**src/design/lrev_pkg.sv**
```systemverilog
// Shared types, constants and tables of the line ring escape vector block.
`default_nettype none
package lrev_pkg;

	localparam int SENSORS = 32;
	localparam int ANG_W = 13;
	localparam int FULL_TURN = 5760;
	localparam int HALF_TURN = 2880;
	localparam int SUM_W = 20;
	localparam int CW = 26;
	localparam int ZW = 23;
	localparam int ATAN_LEN = 18;
	localparam logic [31:0] MASK_RIGHT = 32'h001FF000;
	localparam logic [31:0] MASK_LEFT = 32'hF000001F;
	localparam logic [1:0] REG_THRESH = 2'd0;
	localparam logic [1:0] REG_SPEED = 2'd1;
	localparam logic [1:0] REG_CORNER = 2'd2;

	typedef enum logic [2:0] {
		ST_IDLE,
		ST_VEC,
		ST_HEAD,
		ST_ROT,
		ST_OUT
	} bk_state_t;

	// Classified item handed from the front part to the back part.
	typedef struct packed {
		logic signed [SUM_W-1:0] sx;
		logic signed [SUM_W-1:0] sy;
		logic outer;
		logic mid;
		logic corner;
	} item_t;

	typedef struct packed {
		logic line_found;
		logic signed [15:0] vel_x;
		logic signed [15:0] vel_y;
		logic past_half;
		logic mid_line_seen;
	} result_t;

	// Q14 sine of i * 11.25 degrees around the ring.
	function automatic logic signed [15:0] ring_sin(input logic [4:0] i);
		logic [15:0] q;
		logic [3:0] k;
		begin
			if (i <= 5'd8) k = i[3:0];
			else if (i <= 5'd16) k = 4'(5'd16 - i);
			else if (i <= 5'd24) k = 4'(i - 5'd16);
			else k = 4'(6'd32 - {1'b0, i});
			case (k)
				4'd0: q = 16'd0;
				4'd1: q = 16'd3196;
				4'd2: q = 16'd6270;
				4'd3: q = 16'd9102;
				4'd4: q = 16'd11585;
				4'd5: q = 16'd13623;
				4'd6: q = 16'd15137;
				4'd7: q = 16'd16069;
				default: q = 16'd16384;
			endcase
			ring_sin = (i > 5'd16) ? -$signed(q) : $signed(q);
		end
	endfunction

	// Arctangent of 2^-i in 1/4096 degree.
	function automatic logic [ZW-1:0] atan_val(input logic [4:0] i);
		case (i)
			5'd0: atan_val = 23'd184320;
			5'd1: atan_val = 23'd108810;
			5'd2: atan_val = 23'd57492;
			5'd3: atan_val = 23'd29184;
			5'd4: atan_val = 23'd14649;
			5'd5: atan_val = 23'd7331;
			5'd6: atan_val = 23'd3667;
			5'd7: atan_val = 23'd1833;
			5'd8: atan_val = 23'd917;
			5'd9: atan_val = 23'd458;
			5'd10: atan_val = 23'd229;
			5'd11: atan_val = 23'd115;
			5'd12: atan_val = 23'd57;
			5'd13: atan_val = 23'd29;
			5'd14: atan_val = 23'd14;
			5'd15: atan_val = 23'd7;
			5'd16: atan_val = 23'd4;
			5'd17: atan_val = 23'd2;
			default: atan_val = 23'd0;
		endcase
	endfunction

endpackage
`default_nettype wire

```
**src/design/lrev_front.sv**
```systemverilog
// Front part: accepts sensor snapshots, sums unit vectors and queues the items.
`default_nettype none
module lrev_front (
	input wire logic clk,
	input wire logic arst_n,
	input wire logic in_valid,
	output logic in_ready,
	input wire logic [31:0] bits_in,
	input wire logic front_inside,
	output logic item_valid,
	input wire logic item_ready,
	output lrev_pkg::item_t item
);

	logic [31:0] bits_q;
	logic front_q;
	logic busy_q;
	logic [4:0] idx_q;
	logic signed [lrev_pkg::SUM_W-1:0] sx_q, sy_q;
	logic outer_q, mid_q;
	lrev_pkg::item_t fifo_q [2];
	logic wp_q, rp_q;
	logic [1:0] cnt_q;
	logic push;
	logic pop;
	logic cur_active, cur_mid;
	logic right, left;
	lrev_pkg::item_t done_item;

	assign in_ready = !busy_q;
	assign cur_active = !bits_q[idx_q];
	assign cur_mid = idx_q >= 5'd6 && idx_q <= 5'd10;
	assign right = (bits_q & lrev_pkg::MASK_RIGHT) != lrev_pkg::MASK_RIGHT;
	assign left = (bits_q & lrev_pkg::MASK_LEFT) != lrev_pkg::MASK_LEFT;
	assign push = busy_q && idx_q == 5'd31 && cnt_q != 2'd2;
	assign pop = item_valid && item_ready;
	assign item_valid = cnt_q != 2'd0;
	assign item = fifo_q[rp_q];

	// Final sum includes the last sensor, which is never a mid sensor.
	always_comb begin
		done_item.sx = sx_q;
		done_item.sy = sy_q;
		done_item.outer = outer_q || cur_active;
		done_item.mid = mid_q;
		done_item.corner = (right != left) && !front_q;
		if (cur_active) begin
			done_item.sx = sx_q + lrev_pkg::SUM_W'(lrev_pkg::ring_sin(5'(idx_q + 5'd8)));
			done_item.sy = sy_q + lrev_pkg::SUM_W'(lrev_pkg::ring_sin(idx_q));
		end
	end

	// One sensor is taken per cycle; the last waits for room in the queue.
	always_ff @(posedge clk or negedge arst_n) begin
		if (!arst_n) begin
			busy_q <= 1'b0;
			idx_q <= '0;
		end else if (!busy_q) begin
			if (in_valid) begin
				busy_q <= 1'b1;
				idx_q <= '0;
			end
		end else if (idx_q != 5'd31) begin
			idx_q <= idx_q + 5'd1;
		end else if (push) begin
			busy_q <= 1'b0;
		end
	end

	always_ff @(posedge clk) begin
		if (!busy_q) begin
			bits_q <= bits_in;
			front_q <= front_inside;
			sx_q <= '0;
			sy_q <= '0;
			outer_q <= 1'b0;
			mid_q <= 1'b0;
		end else if (idx_q != 5'd31 && cur_active) begin
			if (cur_mid) begin
				mid_q <= 1'b1;
			end else begin
				sx_q <= done_item.sx;
				sy_q <= done_item.sy;
				outer_q <= 1'b1;
			end
		end
	end

	// Two-entry queue toward the back part.
	always_ff @(posedge clk or negedge arst_n) begin
		if (!arst_n) begin
			wp_q <= 1'b0;
			rp_q <= 1'b0;
			cnt_q <= '0;
		end else begin
			if (push) wp_q <= !wp_q;
			if (pop) rp_q <= !rp_q;
			cnt_q <= cnt_q + {1'b0, push} - {1'b0, pop};
		end
	end

	always_ff @(posedge clk) begin
		if (push) fifo_q[wp_q] <= done_item;
	end

endmodule
`default_nettype wire

```
**src/design/lrev_back.sv**
```systemverilog
// Back part: CORDIC angle, drift check, heading snap and velocity rotation.
`default_nettype none
module lrev_back #(
	parameter int CORDIC_STEPS = 14
) (
	input wire logic clk,
	input wire logic arst_n,
	input wire logic item_valid,
	output logic item_ready,
	input lrev_pkg::item_t item,
	input wire logic [7:0] thresh,
	input wire logic [6:0] speed,
	input wire logic [6:0] corner_vy,
	output logic res_valid,
	input wire logic res_ready,
	output lrev_pkg::result_t res
);

	localparam logic [4:0] LAST = 5'(CORDIC_STEPS - 1);
	localparam int CW = lrev_pkg::CW;
	localparam int ZW = lrev_pkg::ZW;
	localparam logic signed [ZW-1:0] FULL_Z = ZW'(lrev_pkg::FULL_TURN * 256);
	localparam logic signed [ZW-1:0] HALF_Z = ZW'(lrev_pkg::HALF_TURN * 256);

	lrev_pkg::bk_state_t state_q, state_d;
	logic [4:0] i_q;
	logic signed [CW-1:0] x_q, y_q;
	logic signed [ZW-1:0] z_q;
	lrev_pkg::item_t it_q;
	logic first_q;
	logic [lrev_pkg::ANG_W-1:0] init_q;
	logic flip_q, past_q;
	logic signed [CW-1:0] dx, dy;
	logic dir;
	logic signed [ZW-1:0] at;
	logic signed [ZW-1:0] zn;
	logic [ZW-1:0] zr;
	logic [lrev_pkg::ANG_W-1:0] ang, ref_ang, diff, head0, head1;
	logic [13:0] hsum;
	logic past;
	logic signed [CW-1:0] fx, fy, rx, ry;

	assign item_ready = state_q == lrev_pkg::ST_IDLE && !res_valid;
	assign dx = y_q >>> i_q;
	assign dy = x_q >>> i_q;
	assign at = $signed(lrev_pkg::atan_val(i_q));
	// Vectoring turns toward y = 0; rotation turns z toward 0.
	assign dir = (state_q == lrev_pkg::ST_VEC) ? (y_q > 0) : (z_q >= 0);

	// Angle of the vector in 1/16 degree; a zero sum stays zero through the
	// vectoring steps and gives angle 0.
	always_comb begin
		zn = z_q;
		if (zn < 0) zn = zn + FULL_Z;
		zr = ZW'(zn) + ZW'(128);
		ang = 13'(zr >> 8);
		if (x_q == 0 && y_q == 0) ang = '0;
		if (ang >= 13'(lrev_pkg::FULL_TURN)) ang = ang - 13'(lrev_pkg::FULL_TURN);
		ref_ang = first_q ? init_q : ang;
		diff = (ang >= ref_ang) ? ang - ref_ang : ref_ang - ang;
		if (diff > 13'(lrev_pkg::HALF_TURN)) diff = 13'(lrev_pkg::FULL_TURN) - diff;
		past = diff > {1'b0, thresh, 4'd0};
		hsum = (past ? {1'b0, ref_ang} : {1'b0, ang}) + 14'(lrev_pkg::HALF_TURN);
		head0 = (hsum >= 14'(lrev_pkg::FULL_TURN)) ? 13'(hsum - 14'(lrev_pkg::FULL_TURN))
			: 13'(hsum);
		head1 = head0;
		if (head0 >= 13'd720 && head0 < 13'd2160) head1 = 13'd1440;
		else if (head0 >= 13'd2160 && head0 < 13'd3600) head1 = 13'd2880;
	end

	// Rounded outputs of the rotation.
	always_comb begin
		fx = flip_q ? -x_q : x_q;
		fy = flip_q ? -y_q : y_q;
		rx = (fx + CW'(128)) >>> 8;
		ry = (fy + CW'(256)) >>> 9;
	end

	always_comb begin
		state_d = state_q;
		case (state_q)
			lrev_pkg::ST_IDLE: if (item_valid && item_ready) begin
				state_d = item.outer ? lrev_pkg::ST_VEC : lrev_pkg::ST_OUT;
			end
			lrev_pkg::ST_VEC: if (i_q == LAST) state_d = lrev_pkg::ST_HEAD;
			lrev_pkg::ST_HEAD: state_d = lrev_pkg::ST_ROT;
			lrev_pkg::ST_ROT: if (i_q == LAST) state_d = lrev_pkg::ST_OUT;
			lrev_pkg::ST_OUT: state_d = lrev_pkg::ST_IDLE;
			default: state_d = lrev_pkg::ST_IDLE;
		endcase
	end

	always_ff @(posedge clk or negedge arst_n) begin
		if (!arst_n) begin
			state_q <= lrev_pkg::ST_IDLE;
			i_q <= '0;
			first_q <= 1'b0;
			init_q <= '0;
			res_valid <= 1'b0;
		end else begin
			state_q <= state_d;
			if (res_valid && res_ready) res_valid <= 1'b0;
			case (state_q)
				lrev_pkg::ST_IDLE: i_q <= '0;
				lrev_pkg::ST_VEC: i_q <= (i_q == LAST) ? 5'd0 : i_q + 5'd1;
				lrev_pkg::ST_HEAD: begin
					i_q <= '0;
					if (!first_q) begin
						first_q <= 1'b1;
						init_q <= ang;
					end
				end
				lrev_pkg::ST_ROT: i_q <= i_q + 5'd1;
				lrev_pkg::ST_OUT: begin
					res_valid <= 1'b1;
					if (!it_q.outer) first_q <= 1'b0;
				end
				default: i_q <= '0;
			endcase
		end
	end

	// Datapath of the shared CORDIC unit.
	always_ff @(posedge clk) begin
		case (state_q)
			lrev_pkg::ST_IDLE: begin
				it_q <= item;
				past_q <= 1'b0;
				flip_q <= 1'b0;
				if (item.sx < 0) begin
					x_q <= -CW'(item.sx);
					y_q <= -CW'(item.sy);
					z_q <= HALF_Z;
				end else begin
					x_q <= CW'(item.sx);
					y_q <= CW'(item.sy);
					z_q <= '0;
				end
			end
			lrev_pkg::ST_VEC, lrev_pkg::ST_ROT: begin
				if (dir) begin
					x_q <= (state_q == lrev_pkg::ST_VEC) ? x_q + dx : x_q - dx;
					y_q <= (state_q == lrev_pkg::ST_VEC) ? y_q - dy : y_q + dy;
					z_q <= (state_q == lrev_pkg::ST_VEC) ? z_q + at : z_q - at;
				end else begin
					x_q <= (state_q == lrev_pkg::ST_VEC) ? x_q - dx : x_q + dx;
					y_q <= (state_q == lrev_pkg::ST_VEC) ? y_q + dy : y_q - dy;
					z_q <= (state_q == lrev_pkg::ST_VEC) ? z_q - at : z_q + at;
				end
			end
			lrev_pkg::ST_HEAD: begin
				past_q <= past;
				flip_q <= head1 > 13'd1440 && head1 < 13'd4320;
				x_q <= CW'(speed) * CW'(39797);
				y_q <= '0;
				if (head1 > 13'd1440 && head1 < 13'd4320)
					z_q <= $signed({2'b0, head1, 8'd0}) - HALF_Z;
				else if (head1 >= 13'd4320)
					z_q <= $signed({2'b0, head1, 8'd0}) - FULL_Z;
				else
					z_q <= $signed({2'b0, head1, 8'd0});
			end
			lrev_pkg::ST_OUT: begin
				res.line_found <= it_q.outer;
				res.mid_line_seen <= it_q.mid;
				res.past_half <= it_q.outer && past_q;
				res.vel_x <= it_q.outer ? 16'(rx) : '0;
				if (!it_q.outer) res.vel_y <= '0;
				else if (it_q.corner) res.vel_y <= {1'b0, corner_vy, 8'd0};
				else res.vel_y <= 16'(ry);
			end
			default: x_q <= x_q;
		endcase
	end

endmodule
`default_nettype wire

```
**src/design/line_ring_escape_vector_top.sv**
```systemverilog
// Top level of the line ring escape vector block.
// One result per sensor snapshot. The front part accepts a snapshot, folds the
// ring one sensor per cycle (the last waits while the queue is full) and queues
// the item; the back part runs one shared CORDIC for CORDIC_STEPS vectoring
// steps, a heading state and CORDIC_STEPS rotation steps on an item with a line
// and takes an item without one straight to its result state. The parts overlap
// through the queue, so the front part can take a new snapshot while the back
// part still works on the last one. Configuration is to be written by the user
// only while the block is idle; the block does not enforce this. Index 0 is
// threshold, 1 speed, 2 corner y velocity; other indexes are ignored.
`default_nettype none
module line_ring_escape_vector_top #(
	parameter int CORDIC_STEPS = 14
) (
	input wire logic clk,
	input wire logic arst_n,
	input wire logic s_tvalid,
	output logic s_tready,
	input wire logic [31:0] s_tdata, // sensor_bits
	input wire logic s_tuser, // front_inside
	output logic m_tvalid,
	input wire logic m_tready,
	output logic [39:0] m_tdata, // vel_x, vel_y, past_half, mid_line_seen, zeros
	output logic m_tuser, // line_found
	input wire logic cfg_valid,
	output logic cfg_ready,
	input wire logic [1:0] cfg_index,
	input wire logic [7:0] cfg_data
);

	logic [7:0] thresh_q;
	logic [6:0] speed_q, corner_q;
	logic item_valid, item_ready;
	lrev_pkg::item_t item;
	lrev_pkg::result_t res;

	assign cfg_ready = 1'b1;

	// Configuration registers.
	always_ff @(posedge clk or negedge arst_n) begin
		if (!arst_n) begin
			thresh_q <= 8'd90;
			speed_q <= 7'd40;
			corner_q <= 7'd20;
		end else if (cfg_valid) begin
			case (cfg_index)
				lrev_pkg::REG_THRESH: thresh_q <= cfg_data;
				lrev_pkg::REG_SPEED: speed_q <= cfg_data[6:0];
				lrev_pkg::REG_CORNER: corner_q <= cfg_data[6:0];
				default: thresh_q <= thresh_q;
			endcase
		end
	end

	lrev_front u_front (
		.clk(clk), .arst_n(arst_n),
		.in_valid(s_tvalid), .in_ready(s_tready),
		.bits_in(s_tdata), .front_inside(s_tuser),
		.item_valid(item_valid), .item_ready(item_ready), .item(item)
	);

	lrev_back #(.CORDIC_STEPS(CORDIC_STEPS)) u_back (
		.clk(clk), .arst_n(arst_n),
		.item_valid(item_valid), .item_ready(item_ready), .item(item),
		.thresh(thresh_q), .speed(speed_q), .corner_vy(corner_q),
		.res_valid(m_tvalid), .res_ready(m_tready), .res(res)
	);

	assign m_tuser = res.line_found;
	assign m_tdata = {6'd0, res.mid_line_seen, res.past_half, res.vel_y, res.vel_x};

endmodule
`default_nettype wire
```
**config.mk**
```make
export PLATFORM = sky130hd
export DESIGN_NAME = line_ring_escape_vector_top
export DESIGN_NICKNAME = d
export VERILOG_FILES = /design/src/design/lrev_pkg.sv /design/src/design/lrev_front.sv /design/src/design/lrev_back.sv /design/src/design/line_ring_escape_vector_top.sv
export SDC_FILE = /design/constraint.sdc
export NUM_CORES = 2
export LEC_CHECK = 0
export BUFFER_PORTS_ARGS = -buffer_cell sky130_fd_sc_hd__buf_4
export CAP_MARGIN = 30
export CORE_MARGIN = 5
export CORE_UTILIZATION = 24
export DETAILED_ROUTE_END_ITERATION = 8
export SKIP_CTS_REPAIR_TIMING = 1
export SYNTH_ARGS = -nofsm -noshare
export SYNTH_HDL_FRONTEND = slang
export SYNTH_SLANG_ARGS = --single-unit
```
**constraint.sdc**
```tcl
create_clock -name clk -period 14.65 [get_ports clk]
set_input_delay 2.93 -clock clk [delete_from_list [all_inputs] [get_ports clk]]
set_output_delay 2.93 -clock clk [all_outputs]
set_load 0.03 [all_outputs]
```
==> impl_metrics.json <==
{
  "status": "finished, final reports clean",
  "hold_path_class": "reg -> reg",
  "cts-buffers-inserted": 44,
  "antenna_found_initial": 3,
  "grt_max_degree": 83,
  "cp_num_buf_inv": 5,
  "r2r_slack_ns": 1.13,
  "drt-initial-drc-count": 2269,
  "worstSetupStartpointType": "flop",
  "root_buffer": "clkbuf_16",
  "n_antenna_cell": 0,
  "crit_type": "reg -> reg",
  "rows": 136,
  "grt_pass1_vias": 26604,
  "coreArea_mm2": 0.1373,
  "max-clock-path-buffers": 3,
  "finalHoldViolCount": 0,
  "cts_tree": "done",
  "fp.dieW_um": 381.6,
  "grtUsageTotal_pct": 12.55,
  "htreeDepth": 2,
  "antenna_left": 0,
  "syn2layout_area_growth_pct": 12.80,
  "via_per_inst": 4.895,
  "period_needed_ns": 13.52,
  "fp.dieArea_mm2": 0.1456,
  "yosys.area_share.simple_pct": 15.80,
  "synth.mux.area_fraction_pct": 8.208,
  "mappedNetlistArea_mm2": 0.03314,
  "cp-startpoint": "u_back.y_q[11]",
  "grt_pass1_wl_mm": 149.1,
  "required_ns": 14.99,
  "slew_viol_final": 0,
  "fin_tns_setup_ns": 0,
  "cp_max_fo": 15,
  "layout_commonest_cell": "a21oi_1",
  "gp_congestion": 0.8737,
  "wl_per_cell_um": 16.75,
  "synth_edf_count": 234,
  "overflow": 0,
  "insertion_delay_ns": 0.62,
  "hpwlAfterDp_mm": 72.14,
  "end_kind": "flop",
  "synthFlopType": "edfxtp_1",
  "io_buffers": 84,
  "synth-xor-area-share_pct": 7.359,
  "synth_fa_ha_area_share_pct": 13.60,
  "reg2regPathDepth": 56,
  "cpMaxStageDelayCell": "a221oi_4",
  "nNetsFinal": 4252,
  "drt_pass1_iterations": 5,
  "fin_skew_ns": 0.03689,
  "worstMarginPinSlew_ns": 1.032,
  "io_pins": 92,
  "max_cap_violations": 0,
  "yosys_warnings": 0,
  "critPathArrivalTime_ns": 13.86,
  "start_util_pct": 24.13,
  "timing.final.crit_share_pct": 92.29,
  "relSlewSlack_pct": 31.13,
  "nFillCells": 14532,
  "critPathMaxStageDelay_ns": 0.60,
  "async_reset_ff_share_pct": 16.62,
  "via_count": 27890,
  "r2r-end": "u_back.z_q[18]",
  "hold_depth": 0,
  "setup_viol": 0,
  "clk_pin_slew_ns": 0.06,
  "ys_seq_elements": 331,
  "rsz0062_at_grt": "no",
  "finalWirelength_mm": 95.45,
  "numClockSinks": 331,
  "crit_path_end": "u_back.z_q[18]",
  "layout_common_cells": "a21oi_1, nand2_1, nor2_1",
  "drive_above_1_share_pct": 10.19,
  "synth_top_family_by_area": "compound AO/OA/AOI/OAI gates",
  "cp_num_cells": 56,
  "cpLargestDelayFamily": "simple AND/OR/NAND/NOR gates",
  "yosysSeqAreaShare_pct": 27.92,
  "synth.distinct_cells": 114,
  "synth_compound_area_share_pct": 21.13,
  "rr_startpoint": "u_back.y_q[11]",
  "die_y_um": 381.6,
  "route.detailed.drc": 0,
  "syn_area_per_cell_um2": 8.515,
  "fmax_mhz": 73.97,
  "netlist_instances": 3892
}
==> per-stage QoR <==
step	cell area (um^2)	cells	utilization [%]	worst slack [ns]	hold slack (ns)
after global routing	37380	5698	27.22	0.05965	0.4505
final	37380	5698	27.22	1.130	0.4342
after global placement	35560	5610	25.90	0.9034	0.4012
after CTS	37290	5696	27.16	0.5123	0.4374
after detailed placement	35650	5614	25.96	0.5497	0.4157
after floorplan	33160	3897	-	2.420	0.4003
==> area by class of cell <==
class	count	area, um^2	share of cell area (%)
Timing Repair Buffer	126	1046	2.798
Multi-Input combinational cell	3056	22030	58.93
Clock inverter	32	473.0	1.265
Sequential cell	331	9263	24.78
Inverter	309	1161	3.106
Tap cell	1794	2245	6.005
Clock buffer	50	1165	3.116
==> cells by family (layout without fill, tap and decap cells) <==
family	Yosys count	after routing
adder cells (fa/ha/maj)	337	337
AO/OA/AOI/OAI	1102	1102
AND/OR/NAND/NOR	1114	1114
buffers and inverters	510	517
other	2	7
flip-flops	331	331
XOR/XNOR	275	275
multiplexers	221	221
==> worst min path at each step <==
stage | startpoint | endpoint | slack, ns
after floorplan | u_back.it_q[1] | u_back.res[0] | 0.40
after global placement | u_back.it_q[1] | u_back.res[0] | 0.40
after detailed placement | u_back.it_q[1] | u_back.res[0] | 0.42
after CTS | u_back.it_q[1] | u_back.res[0] | 0.44
after global routing | u_back.it_q[1] | u_back.res[0] | 0.45
final | u_back.it_q[1] | u_back.res[0] | 0.43
==> Yosys cell counts, drive strengths merged (38+ instances only) <==
cell type | instances | area [um^2]
nand2b | 59 | 371.6
ha | 297 | 3716
a21oi | 382 | 1938
inv | 305 | 1145
nor2 | 324 | 1221
fa | 39 | 780.8
xnor2 | 192 | 1704
dfxtp | 42 | 840.8
dfrtp | 47 | 1176
nand2 | 368 | 1384
nor3 | 85 | 430.4
mux2 | 57 | 649.4
o21a | 38 | 285.3
buf | 46 | 234.0
mux2i | 131 | 1328
o21bai | 105 | 803.3
o22ai | 64 | 406.6
a21o | 54 | 412.9
o21ai | 232 | 1165
nand3 | 38 | 202.7
nor2b | 45 | 281.5
and2 | 40 | 250.2
clkbuf | 155 | 581.8
edfxtp | 234 | 7027
xor2 | 83 | 734.5
==> routing by layer <==
layer / share of wire, % / wire [um] / global-route usage [%]
met5: 0 / 0 / 0
met4: 2.7 / 2533 / 3.539
met3: 7.1 / 6798 / 2.689
met2: 42 / 40530 / 19.10
met1: 48 / 45590 / 17.91
==> registers in the layout, indices dropped and copies added, names as in the netlist, 5 cells and up <==
| signal | flops |
|---|---|
| u_front.sx_q | 20 |
| corner_q | 7 |
| u_front.idx_q | 5 |
| u_back.i_q | 5 |
| u_back.y_q | 26 |
| u_front.sy_q | 20 |
| thresh_q | 8 |
| u_back.z_q | 23 |
| u_back.init_q | 13 |
| u_front.fifo_q | 86 |
| u_front.bits_q | 32 |
| u_back.x_q | 26 |
| u_back.res | 35 |
| speed_q | 7 |
Power is not shown: default switching activity piles up to over one toggle a cycle in this logic, so the estimate is an artifact.
